<file path="config.mk">
export PLATFORM = sky130hd
export DESIGN_NAME = voxel_test_pattern_generator
export DESIGN_NICKNAME = d
export VERILOG_FILES = /design/src/hdl/vtpg_pkg.sv /design/src/hdl/vtpg_front.sv /design/src/hdl/vtpg_sqrt_cell.sv /design/src/hdl/vtpg_div_cell.sv /design/src/hdl/voxel_test_pattern_generator.sv
export SDC_FILE = /design/constraint.sdc
export NUM_CORES = 2
export LEC_CHECK = 0
export BUFFER_PORTS_ARGS = -buffer_cell sky130_fd_sc_hd__buf_2
export CORE_MARGIN = 2
export CORE_UTILIZATION = 40
export DETAILED_ROUTE_END_ITERATION = 12
export GPL_TIMING_DRIVEN = 0
export PLACE_DENSITY = 0.54
export SLEW_MARGIN = 20
export SYNTH_ARGS = -nofsm -noshare
export SYNTH_HDL_FRONTEND = slang
export SYNTH_SLANG_ARGS = --single-unit
</file>
<file path="constraint.sdc">
create_clock -name i_clk -period 13.35 [get_ports i_clk]
set_input_delay 3.3375 -clock i_clk [delete_from_list [all_inputs] [get_ports i_clk]]
set_output_delay 3.3375 -clock i_clk [all_outputs]
set_load 0.01 [all_outputs]
</file>
<file path="src/hdl/vtpg_pkg.sv">
// ----------------------------------------------------------------------------
// vtpg_pkg
// Shared widths, register indexes and the beat type of the pattern pipeline.
// ----------------------------------------------------------------------------
package vtpg_pkg;

    localparam int COORD_W  = 10;
    localparam int BLK_W    = 10;
    localparam int REP_W    = 11;
    localparam int RING_W   = 11;
    localparam int SQ_W     = 2 * COORD_W;
    localparam int SUM_W    = 2 * COORD_W + 2;
    localparam int ROOT_W   = COORD_W + 1;
    localparam int SREM_W   = ROOT_W + 2;
    localparam int DIV_W    = (ROOT_W > REP_W) ? ROOT_W : REP_W;
    localparam int LANES    = 4;
    localparam int CFG_W    = (COORD_W > REP_W) ? COORD_W : REP_W;
    localparam int CFG_IDX_W = 3;

    // division lanes: shell remainder plus one checkerboard lane per axis
    localparam int LANE_MOD = 0;
    localparam int LANE_X   = 1;
    localparam int LANE_Y   = 2;
    localparam int LANE_Z   = 3;

    typedef enum logic [CFG_IDX_W-1:0] {
        REG_BLOCK_LENGTH      = 3'd0,
        REG_REPETITION_LENGTH = 3'd1,
        REG_RING_WIDTH        = 3'd2,
        REG_CENTER_X          = 3'd3,
        REG_CENTER_Y          = 3'd4,
        REG_CENTER_Z          = 3'd5
    } t_reg_idx;

    typedef struct packed {
        logic [COORD_W-1:0]              x;
        logic [COORD_W-1:0]              y;
        logic [COORD_W-1:0]              z;
        logic [COORD_W-1:0]              dx;
        logic [COORD_W-1:0]              dy;
        logic [COORD_W-1:0]              dz;
        logic [SQ_W-1:0]                 sqx;
        logic [SQ_W-1:0]                 sqy;
        logic [SQ_W-1:0]                 sqz;
        logic [SUM_W-1:0]                sum;
        logic [ROOT_W-1:0]               root;
        logic [SREM_W-1:0]               srem;
        logic [LANES-1:0][DIV_W-1:0]     dvd;
        logic [LANES-1:0][DIV_W-1:0]     drem;
        logic [LANES-1:0]                qbit;
    } t_pay;

endpackage

</file>
<file path="src/hdl/vtpg_front.sv">
// ----------------------------------------------------------------------------
// vtpg_front
// Three-stage front end: axis distances, squares, squared distance.
// ----------------------------------------------------------------------------
module vtpg_front (
    input  logic                    i_clk,
    input  logic                    i_rst_n,
    input  logic                    i_valid,
    output logic                    o_ready,
    input  logic [vtpg_pkg::COORD_W-1:0] i_x,
    input  logic [vtpg_pkg::COORD_W-1:0] i_y,
    input  logic [vtpg_pkg::COORD_W-1:0] i_z,
    input  logic [vtpg_pkg::COORD_W-1:0] i_cx,
    input  logic [vtpg_pkg::COORD_W-1:0] i_cy,
    input  logic [vtpg_pkg::COORD_W-1:0] i_cz,
    output logic                    o_valid,
    input  logic                    i_ready,
    output vtpg_pkg::t_pay          o_pay
);
    import vtpg_pkg::*;

    logic r_va, r_vb, r_vc;
    t_pay r_pa, r_pb, r_pc;
    t_pay n_pa, n_pb, n_pc;
    logic rdy_a, rdy_b, rdy_c;

    assign rdy_c   = !r_vc || i_ready;
    assign rdy_b   = !r_vb || rdy_c;
    assign rdy_a   = !r_va || rdy_b;
    assign o_ready = rdy_a;
    assign o_valid = r_vc;
    assign o_pay   = r_pc;

    always_comb begin
        n_pa    = '0;
        n_pa.x  = i_x;
        n_pa.y  = i_y;
        n_pa.z  = i_z;
        n_pa.dx = (i_x >= i_cx) ? (i_x - i_cx) : (i_cx - i_x);
        n_pa.dy = (i_y >= i_cy) ? (i_y - i_cy) : (i_cy - i_y);
        n_pa.dz = (i_z >= i_cz) ? (i_z - i_cz) : (i_cz - i_z);
    end

    always_comb begin
        n_pb     = r_pa;
        n_pb.sqx = SQ_W'(r_pa.dx) * SQ_W'(r_pa.dx);
        n_pb.sqy = SQ_W'(r_pa.dy) * SQ_W'(r_pa.dy);
        n_pb.sqz = SQ_W'(r_pa.dz) * SQ_W'(r_pa.dz);
    end

    always_comb begin
        n_pc     = r_pb;
        n_pc.sum = SUM_W'(r_pb.sqx) + SUM_W'(r_pb.sqy) + SUM_W'(r_pb.sqz);
    end

    always_ff @(posedge i_clk) begin
        if (!i_rst_n) begin
            r_va <= 1'b0;
            r_vb <= 1'b0;
            r_vc <= 1'b0;
        end else begin
            if (rdy_a) r_va <= i_valid;
            if (rdy_b) r_vb <= r_va;
            if (rdy_c) r_vc <= r_vb;
        end
    end

    always_ff @(posedge i_clk) begin
        if (rdy_a && i_valid) r_pa <= n_pa;
        if (rdy_b && r_va)    r_pb <= n_pb;
        if (rdy_c && r_vb)    r_pc <= n_pc;
    end

endmodule

</file>
<file path="src/hdl/vtpg_sqrt_cell.sv">
// ----------------------------------------------------------------------------
// vtpg_sqrt_cell
// One restoring square root step: two radicand bits in, one root bit out.
// ----------------------------------------------------------------------------
module vtpg_sqrt_cell (
    input  logic           i_clk,
    input  logic           i_rst_n,
    input  logic           i_valid,
    output logic           o_ready,
    input  vtpg_pkg::t_pay i_pay,
    output logic           o_valid,
    input  logic           i_ready,
    output vtpg_pkg::t_pay o_pay
);
    import vtpg_pkg::*;

    logic                r_valid;
    t_pay                r_pay;
    t_pay                n_pay;
    logic [SREM_W+1:0]   cand;
    logic [SREM_W+1:0]   trial;

    assign o_ready = !r_valid || i_ready;
    assign o_valid = r_valid;
    assign o_pay   = r_pay;

    always_comb begin
        n_pay     = i_pay;
        cand      = {i_pay.srem, i_pay.sum[SUM_W-1 -: 2]};
        trial     = (SREM_W+2)'({i_pay.root, 2'b01});
        n_pay.sum = {i_pay.sum[SUM_W-3:0], 2'b00};
        if (cand >= trial) begin
            n_pay.srem = SREM_W'(cand - trial);
            n_pay.root = {i_pay.root[ROOT_W-2:0], 1'b1};
        end else begin
            n_pay.srem = cand[SREM_W-1:0];
            n_pay.root = {i_pay.root[ROOT_W-2:0], 1'b0};
        end
    end

    always_ff @(posedge i_clk) begin
        if (!i_rst_n) begin
            r_valid <= 1'b0;
        end else if (o_ready) begin
            r_valid <= i_valid;
        end
    end

    always_ff @(posedge i_clk) begin
        if (o_ready && i_valid) r_pay <= n_pay;
    end

endmodule

</file>
<file path="src/hdl/vtpg_div_cell.sv">
// ----------------------------------------------------------------------------
// vtpg_div_cell
// One restoring division step on every lane: one quotient bit per lane.
// ----------------------------------------------------------------------------
module vtpg_div_cell (
    input  logic           i_clk,
    input  logic           i_rst_n,
    input  logic [vtpg_pkg::LANES-1:0][vtpg_pkg::DIV_W-1:0] i_divisor,
    input  logic           i_valid,
    output logic           o_ready,
    input  vtpg_pkg::t_pay i_pay,
    output logic           o_valid,
    input  logic           i_ready,
    output vtpg_pkg::t_pay o_pay
);
    import vtpg_pkg::*;

    logic               r_valid;
    t_pay               r_pay;
    t_pay               n_pay;
    logic [DIV_W:0]     cand [LANES];

    assign o_ready = !r_valid || i_ready;
    assign o_valid = r_valid;
    assign o_pay   = r_pay;

    always_comb begin
        n_pay = i_pay;
        for (int l = 0; l < LANES; l++) begin
            cand[l]       = {i_pay.drem[l], i_pay.dvd[l][DIV_W-1]};
            n_pay.dvd[l]  = {i_pay.dvd[l][DIV_W-2:0], 1'b0};
            if (cand[l] >= {1'b0, i_divisor[l]}) begin
                n_pay.drem[l] = DIV_W'(cand[l] - {1'b0, i_divisor[l]});
                n_pay.qbit[l] = 1'b1;
            end else begin
                n_pay.drem[l] = cand[l][DIV_W-1:0];
                n_pay.qbit[l] = 1'b0;
            end
        end
    end

    always_ff @(posedge i_clk) begin
        if (!i_rst_n) begin
            r_valid <= 1'b0;
        end else if (o_ready) begin
            r_valid <= i_valid;
        end
    end

    always_ff @(posedge i_clk) begin
        if (o_ready && i_valid) r_pay <= n_pay;
    end

endmodule

</file>
<file path="src/hdl/voxel_test_pattern_generator.sv">
// ----------------------------------------------------------------------------
// voxel_test_pattern_generator
// Checkerboard / concentric shell test pattern, one voxel per beat.
// ----------------------------------------------------------------------------
// Input channel: i_in_valid / o_in_ready with i_voxel_x, i_voxel_y, i_voxel_z.
// Output channel: o_out_valid / i_out_ready with o_pattern_bit and
// o_pattern_active, one result beat per input beat, in order.
// Configuration: i_cfg_wr_en writes i_cfg_data to register i_cfg_index
// (0 block_length, 1 repetition_length, 2 ring_width, 3..5 center x/y/z);
// other indexes are dropped. Write only while the pipeline is empty.
// The pipeline is three front stages (distance, squares, sum), one chain
// cell per root bit, and one chain cell per quotient bit of the shared
// divider that serves the shell modulo and the three checkerboard tile
// divisions. Throughput is one beat per cycle while the receiver is ready.
// Every cell has its own valid bit and takes a new beat whenever it is
// empty or its neighbor moves, so a stalled receiver fills the chain before
// o_in_ready drops, and bubbles collapse.
// Reset clears all valid bits and the configuration registers to 0 (pattern inactive).
// ----------------------------------------------------------------------------
module voxel_test_pattern_generator (
    input  logic                           i_clk,
    input  logic                           i_rst_n,
    input  logic                           i_cfg_wr_en,
    input  logic [vtpg_pkg::CFG_IDX_W-1:0] i_cfg_index,
    input  logic [vtpg_pkg::CFG_W-1:0]     i_cfg_data,
    input  logic                           i_in_valid,
    output logic                           o_in_ready,
    input  logic [vtpg_pkg::COORD_W-1:0]   i_voxel_x,
    input  logic [vtpg_pkg::COORD_W-1:0]   i_voxel_y,
    input  logic [vtpg_pkg::COORD_W-1:0]   i_voxel_z,
    output logic                           o_out_valid,
    input  logic                           i_out_ready,
    output logic                           o_pattern_bit,
    output logic                           o_pattern_active
);
    import vtpg_pkg::*;

    logic [BLK_W-1:0]   r_block_length;
    logic [REP_W-1:0]   r_repetition_length;
    logic [RING_W-1:0]  r_ring_width;
    logic [COORD_W-1:0] r_center_x;
    logic [COORD_W-1:0] r_center_y;
    logic [COORD_W-1:0] r_center_z;

    always_ff @(posedge i_clk) begin
        if (!i_rst_n) begin
            r_block_length      <= '0;
            r_repetition_length <= '0;
            r_ring_width        <= '0;
            r_center_x          <= '0;
            r_center_y          <= '0;
            r_center_z          <= '0;
        end else if (i_cfg_wr_en) begin
            case (i_cfg_index)
                REG_BLOCK_LENGTH:      r_block_length      <= i_cfg_data[BLK_W-1:0];
                REG_REPETITION_LENGTH: r_repetition_length <= i_cfg_data[REP_W-1:0];
                REG_RING_WIDTH:        r_ring_width        <= i_cfg_data[RING_W-1:0];
                REG_CENTER_X:          r_center_x          <= i_cfg_data[COORD_W-1:0];
                REG_CENTER_Y:          r_center_y          <= i_cfg_data[COORD_W-1:0];
                REG_CENTER_Z:          r_center_z          <= i_cfg_data[COORD_W-1:0];
                default: begin
                end
            endcase
        end
    end

    // front end
    logic f_valid, f_ready;
    t_pay f_pay;

    vtpg_front u_front (
        .i_clk   (i_clk),
        .i_rst_n (i_rst_n),
        .i_valid (i_in_valid),
        .o_ready (o_in_ready),
        .i_x     (i_voxel_x),
        .i_y     (i_voxel_y),
        .i_z     (i_voxel_z),
        .i_cx    (r_center_x),
        .i_cy    (r_center_y),
        .i_cz    (r_center_z),
        .o_valid (f_valid),
        .i_ready (f_ready),
        .o_pay   (f_pay)
    );

    // square root chain
    logic s_valid [ROOT_W+1];
    logic s_ready [ROOT_W+1];
    t_pay s_pay   [ROOT_W+1];

    always_comb begin
        s_pay[0]      = f_pay;
        s_pay[0].root = '0;
        s_pay[0].srem = '0;
    end
    assign s_valid[0] = f_valid;
    assign f_ready    = s_ready[0];

    for (genvar g = 0; g < ROOT_W; g++) begin : g_sqrt
        vtpg_sqrt_cell u_cell (
            .i_clk   (i_clk),
            .i_rst_n (i_rst_n),
            .i_valid (s_valid[g]),
            .o_ready (s_ready[g]),
            .i_pay   (s_pay[g]),
            .o_valid (s_valid[g+1]),
            .i_ready (s_ready[g+1]),
            .o_pay   (s_pay[g+1])
        );
    end

    // divider chain: ceiling root modulo period, and tile index per axis
    logic d_valid [DIV_W+1];
    logic d_ready [DIV_W+1];
    t_pay d_pay   [DIV_W+1];
    logic [LANES-1:0][DIV_W-1:0] divisor;

    assign divisor[LANE_MOD] = DIV_W'(r_repetition_length);
    assign divisor[LANE_X]   = DIV_W'(r_block_length);
    assign divisor[LANE_Y]   = DIV_W'(r_block_length);
    assign divisor[LANE_Z]   = DIV_W'(r_block_length);

    always_comb begin
        d_pay[0]              = s_pay[ROOT_W];
        d_pay[0].drem         = '0;
        d_pay[0].qbit         = '0;
        // round up when the root is not exact
        d_pay[0].dvd[LANE_MOD] = DIV_W'(s_pay[ROOT_W].root)
                               + DIV_W'(s_pay[ROOT_W].srem != '0);
        d_pay[0].dvd[LANE_X]  = DIV_W'(s_pay[ROOT_W].x);
        d_pay[0].dvd[LANE_Y]  = DIV_W'(s_pay[ROOT_W].y);
        d_pay[0].dvd[LANE_Z]  = DIV_W'(s_pay[ROOT_W].z);
    end
    assign d_valid[0]      = s_valid[ROOT_W];
    assign s_ready[ROOT_W] = d_ready[0];

    for (genvar g = 0; g < DIV_W; g++) begin : g_div
        vtpg_div_cell u_cell (
            .i_clk     (i_clk),
            .i_rst_n   (i_rst_n),
            .i_divisor (divisor),
            .i_valid   (d_valid[g]),
            .o_ready   (d_ready[g]),
            .i_pay     (d_pay[g]),
            .o_valid   (d_valid[g+1]),
            .i_ready   (d_ready[g+1]),
            .o_pay     (d_pay[g+1])
        );
    end

    assign o_out_valid    = d_valid[DIV_W];
    assign d_ready[DIV_W] = i_out_ready;

    logic chk_bit, shell_bit;
    // last quotient bit is the tile index parity; an even parity sum sets the bit
    assign chk_bit   = ~(d_pay[DIV_W].qbit[LANE_X] ^ d_pay[DIV_W].qbit[LANE_Y]
                         ^ d_pay[DIV_W].qbit[LANE_Z]);
    assign shell_bit = (d_pay[DIV_W].drem[LANE_MOD] < DIV_W'(r_ring_width)) ||
                       (r_ring_width > RING_W'(DIV_W'(r_ring_width)));

    always_comb begin
        if (r_block_length != '0) begin
            o_pattern_bit = chk_bit;
        end else if (r_repetition_length != '0) begin
            o_pattern_bit = shell_bit;
        end else begin
            o_pattern_bit = 1'b0;
        end
    end

    assign o_pattern_active = (r_block_length != '0) || (r_repetition_length != '0);

endmodule

</file>
==> flow_metrics.env <==
export IMPL_ir_drop_mv=0.318
export IMPL_grt_overflow=0
export IMPL_num_io_pins=53
export IMPL_rsz0062_at_grt="false"
export IMPL_crit_required_ps=10010
export IMPL_final_nets=8430
export IMPL_synth_top_family_by_area="adder cells"
export IMPL_initial_core_util_pct=40.2
export IMPL_muxShareOfSynthArea_pct=5.17
export IMPL_detail_route_wl_per_cell_microns=17.5
export IMPL_place_ws_ps=3730
export IMPL_worst_path_max_fanout=6
export IMPL_status="finished, final reports clean"
export IMPL_maxSlewViolCount=0
export IMPL_finalHoldViolations=0
export IMPL_avgSynthCellArea_sq_um=12.1
export IMPL_ys_seq_elements=1570
export IMPL_grt_pass1_wl_microns=293000
export IMPL_netlist_instances=7175
export IMPL_ys_dominant_reg_cell="edfxtp_1"
export IMPL_clk_latency_ps=820
export IMPL_tritoncts="done"
export IMPL_tns_ps=0
export IMPL_portBuffers=51
export IMPL_finish_instance_area_sq_mm=0.0989
export IMPL_finalSetupViolCount=0
export IMPL_fmax_mhz=105
export IMPL_crit_type="in2out"
export IMPL_grt_pass1_vias=54000
export IMPL_yosys_area_share_simple_pct=10.3
export IMPL_drt_met1_wl_microns=82000
export IMPL_cp_arrival_ps=6230
export IMPL_synthArstFlopShare_pct=0
export IMPL_fin_crit_ps=9560
export IMPL_ctsResizeCount=0
export IMPL_drive_above_1_share_pct=11.1
export IMPL_post_route_util_pct=45.6
export IMPL_drc=0
export IMPL_synth_xor_area_share_pct=3.26
export IMPL_synth_compound_area_share_pct=9.84
export IMPL_finClkSkew_ps=48.8
export IMPL_hold_path_class="reg2reg"
export IMPL_ys_seq_area_share_pct=53.1
export IMPL_clkSinkCount=1570
export IMPL_wl_met3_microns=6680
export IMPL_final_common_cell="edfxtp_1"
export IMPL_top_layer="met5"
export IMPL_synthDistinctLibCells=88
export IMPL_fp_dieH_microns=471
export IMPL_row_count=171
export IMPL_vias=53300
export IMPL_dr_wl_met2_microns=89000
export IMPL_synth_edff_count=1483
export IMPL_gr_usage_all_layers_pct=16.6
export IMPL_synth_adder_area_share_pct=14.6
export IMPL_maxCapViolations=0
export IMPL_cts_root_buffer="clkbuf_16"
export IMPL_critPathLaunchType="input port"
export IMPL_end_kind="output port"
export IMPL_leakagePower_nw=37.5
export IMPL_ys_warn_count=0
export IMPL_first_pass_iters=6
export IMPL_place_hpwl_microns=134000
export IMPL_core_sq_mm=0.217
export IMPL_cts_max_level=4
export IMPL_die_w_microns=471
export IMPL_final_cell_mix="1483 x edfxtp_1, 731 x inv_1, 723 x ha_1"
export IMPL_die_area_sq_mm=0.221
export IMPL_fin_crit_sh_pct=71.6
export IMPL_grt_max_degree=54
export IMPL_avgViaCountPerCell=5.09
export IMPL_area_growth_pct=13.6
export IMPL_power_density_mw_per_mm2=157
export IMPL_postCtsSetupBuffers=0
export IMPL_setup_ws_ps=3790
export IMPL_gp_congestion=0.842
export IMPL_ant_nets=0
export IMPL_synth_nets=8132
export IMPL_clockBufferDepth=3
export IMPL_clkSlewWorstSetupHoldPaths_ps=60
export IMPL_syn_area_sq_mm=0.0871
export IMPL_cts_hold_buf=0
export IMPL_antenna_found_initial=14
export IMPL_post_dp_cell_area_sq_mm=0.0928
export IMPL_relSlewSlack_pct=23.2
export IMPL_wl_microns=183000
export IMPL_max_slew_worst_pin_slew_ps=1140
export IMPL_drt_iter0_drc=2763
export IMPL_numCtsBuffers=176
[cells by family (layout without fill, tap and decap cells)]
| family | Yosys count | in the layout |
|---|---|---|
| mux | 411 | 411 |
| flops | 1570 | 1570 |
| simple gates | 1847 | 1847 |
| xor+xnor | 324 | 324 |
| buf+inv | 832 | 1281 |
| other cells | 1 | 2 |
| compound gates | 1282 | 1282 |
| fa+ha+maj | 908 | 908 |
[sequential cells by signal, indices dropped and copies added (netlist names), 11 cells and up]
| register | count |
|---|---|
| g_div.u_cell.o_valid | 11 |
| r_repetition_length | 11 |
| u_front.n_pb | 60 |
| g_sqrt.u_cell.o_pay | 632 |
| g_sqrt.u_cell.o_valid | 11 |
| r_ring_width | 11 |
| u_front.n_pc | 87 |
| u_front.o_pay | 52 |
| g_div.u_cell.o_pay | 652 |
[stage by stage]
step / power, mW / std cells / hold slack (ps)
after global routing: 16.6 / 10500 / 383
after floorplan: 9.59 / 7175 / 400
after detailed placement: 10.7 / 10100 / 405
final: 15.6 / 10500 / 390
after CTS: 15.8 / 10500 / 379
after global placement: 10.7 / 10100 / 400
[synth_stat cells (all sizes together), types with 43 or more instances]
library cell  instances  area (sq um)
nand4                90           563
fa                  185          3700
nand2               542          2030
dfxtp                87          1740
a21boi              230          1730
nor3                 79           395
mux2i               109          1090
a21o                 77           578
a21oi               281          1430
nor4                 43           434
clkbuf               70           273
nor2b               150           938
nor2                532          2000
ha                  723          9050
and2                122           764
mux2                302          3410
o21ai               339          1720
xnor2               206          1800
nand3                83           415
edfxtp             1483         44500
xor2                118          1030
o21a                 57           428
nand2b               52           325
inv                 740          2780
[path summary, 6_finish.rpt]
path	end	start	cells after the start	slack [ps]
hold / removal	g_sqrt[8].u_cell.o_pay[238]	g_sqrt[7].u_cell.o_pay[238]	0	390
setup reg to reg	u_front.n_pc[177]	u_front.n_pb[209]	18	7490
setup / recovery	o_in_ready	i_out_ready	9	3790
hold reg to reg	g_sqrt[8].u_cell.o_pay[238]	g_sqrt[7].u_cell.o_pay[238]	0	390
[where the power goes]
part	switching, mW	internal (mW)
Sequential	0.0842	5.74
Clock	2.07	2.91
Combinational	2.66	2.09
Total	4.82	10.7
[layer usage]
layer  up-vias  track usage [%]
met5         -                0
met1     25700             21.2
met2       728             28.5
met4        22             5.64
li1      26600                -
met3       312             2.55
[layout make-up]
| type | count | area (sq um) |
|---|---|---|
| buffer | 91 | 407 |
| multi-input combinational | 4773 | 37900 |
| tap | 2854 | 3570 |
| inverter | 741 | 2800 |
| clock buffer | 203 | 4520 |
| fill | 19600 | 118000 |
| antenna | 1 | 2.50 |
| clock inverter | 126 | 1550 |
| sequential | 1570 | 46300 |
| timing repair buffer | 120 | 1930 |
[worst max-delay path, cell delays in order]
cell and delay (ps):
buf_2 110, nor3b_1 660, and2_1 360, nand2_1 130, nor3_1 350, nand4_1 190
nor2_1 590, nand3_1 280, buf_2 220
No activity file was read; power rests on OpenSTA's default activity.
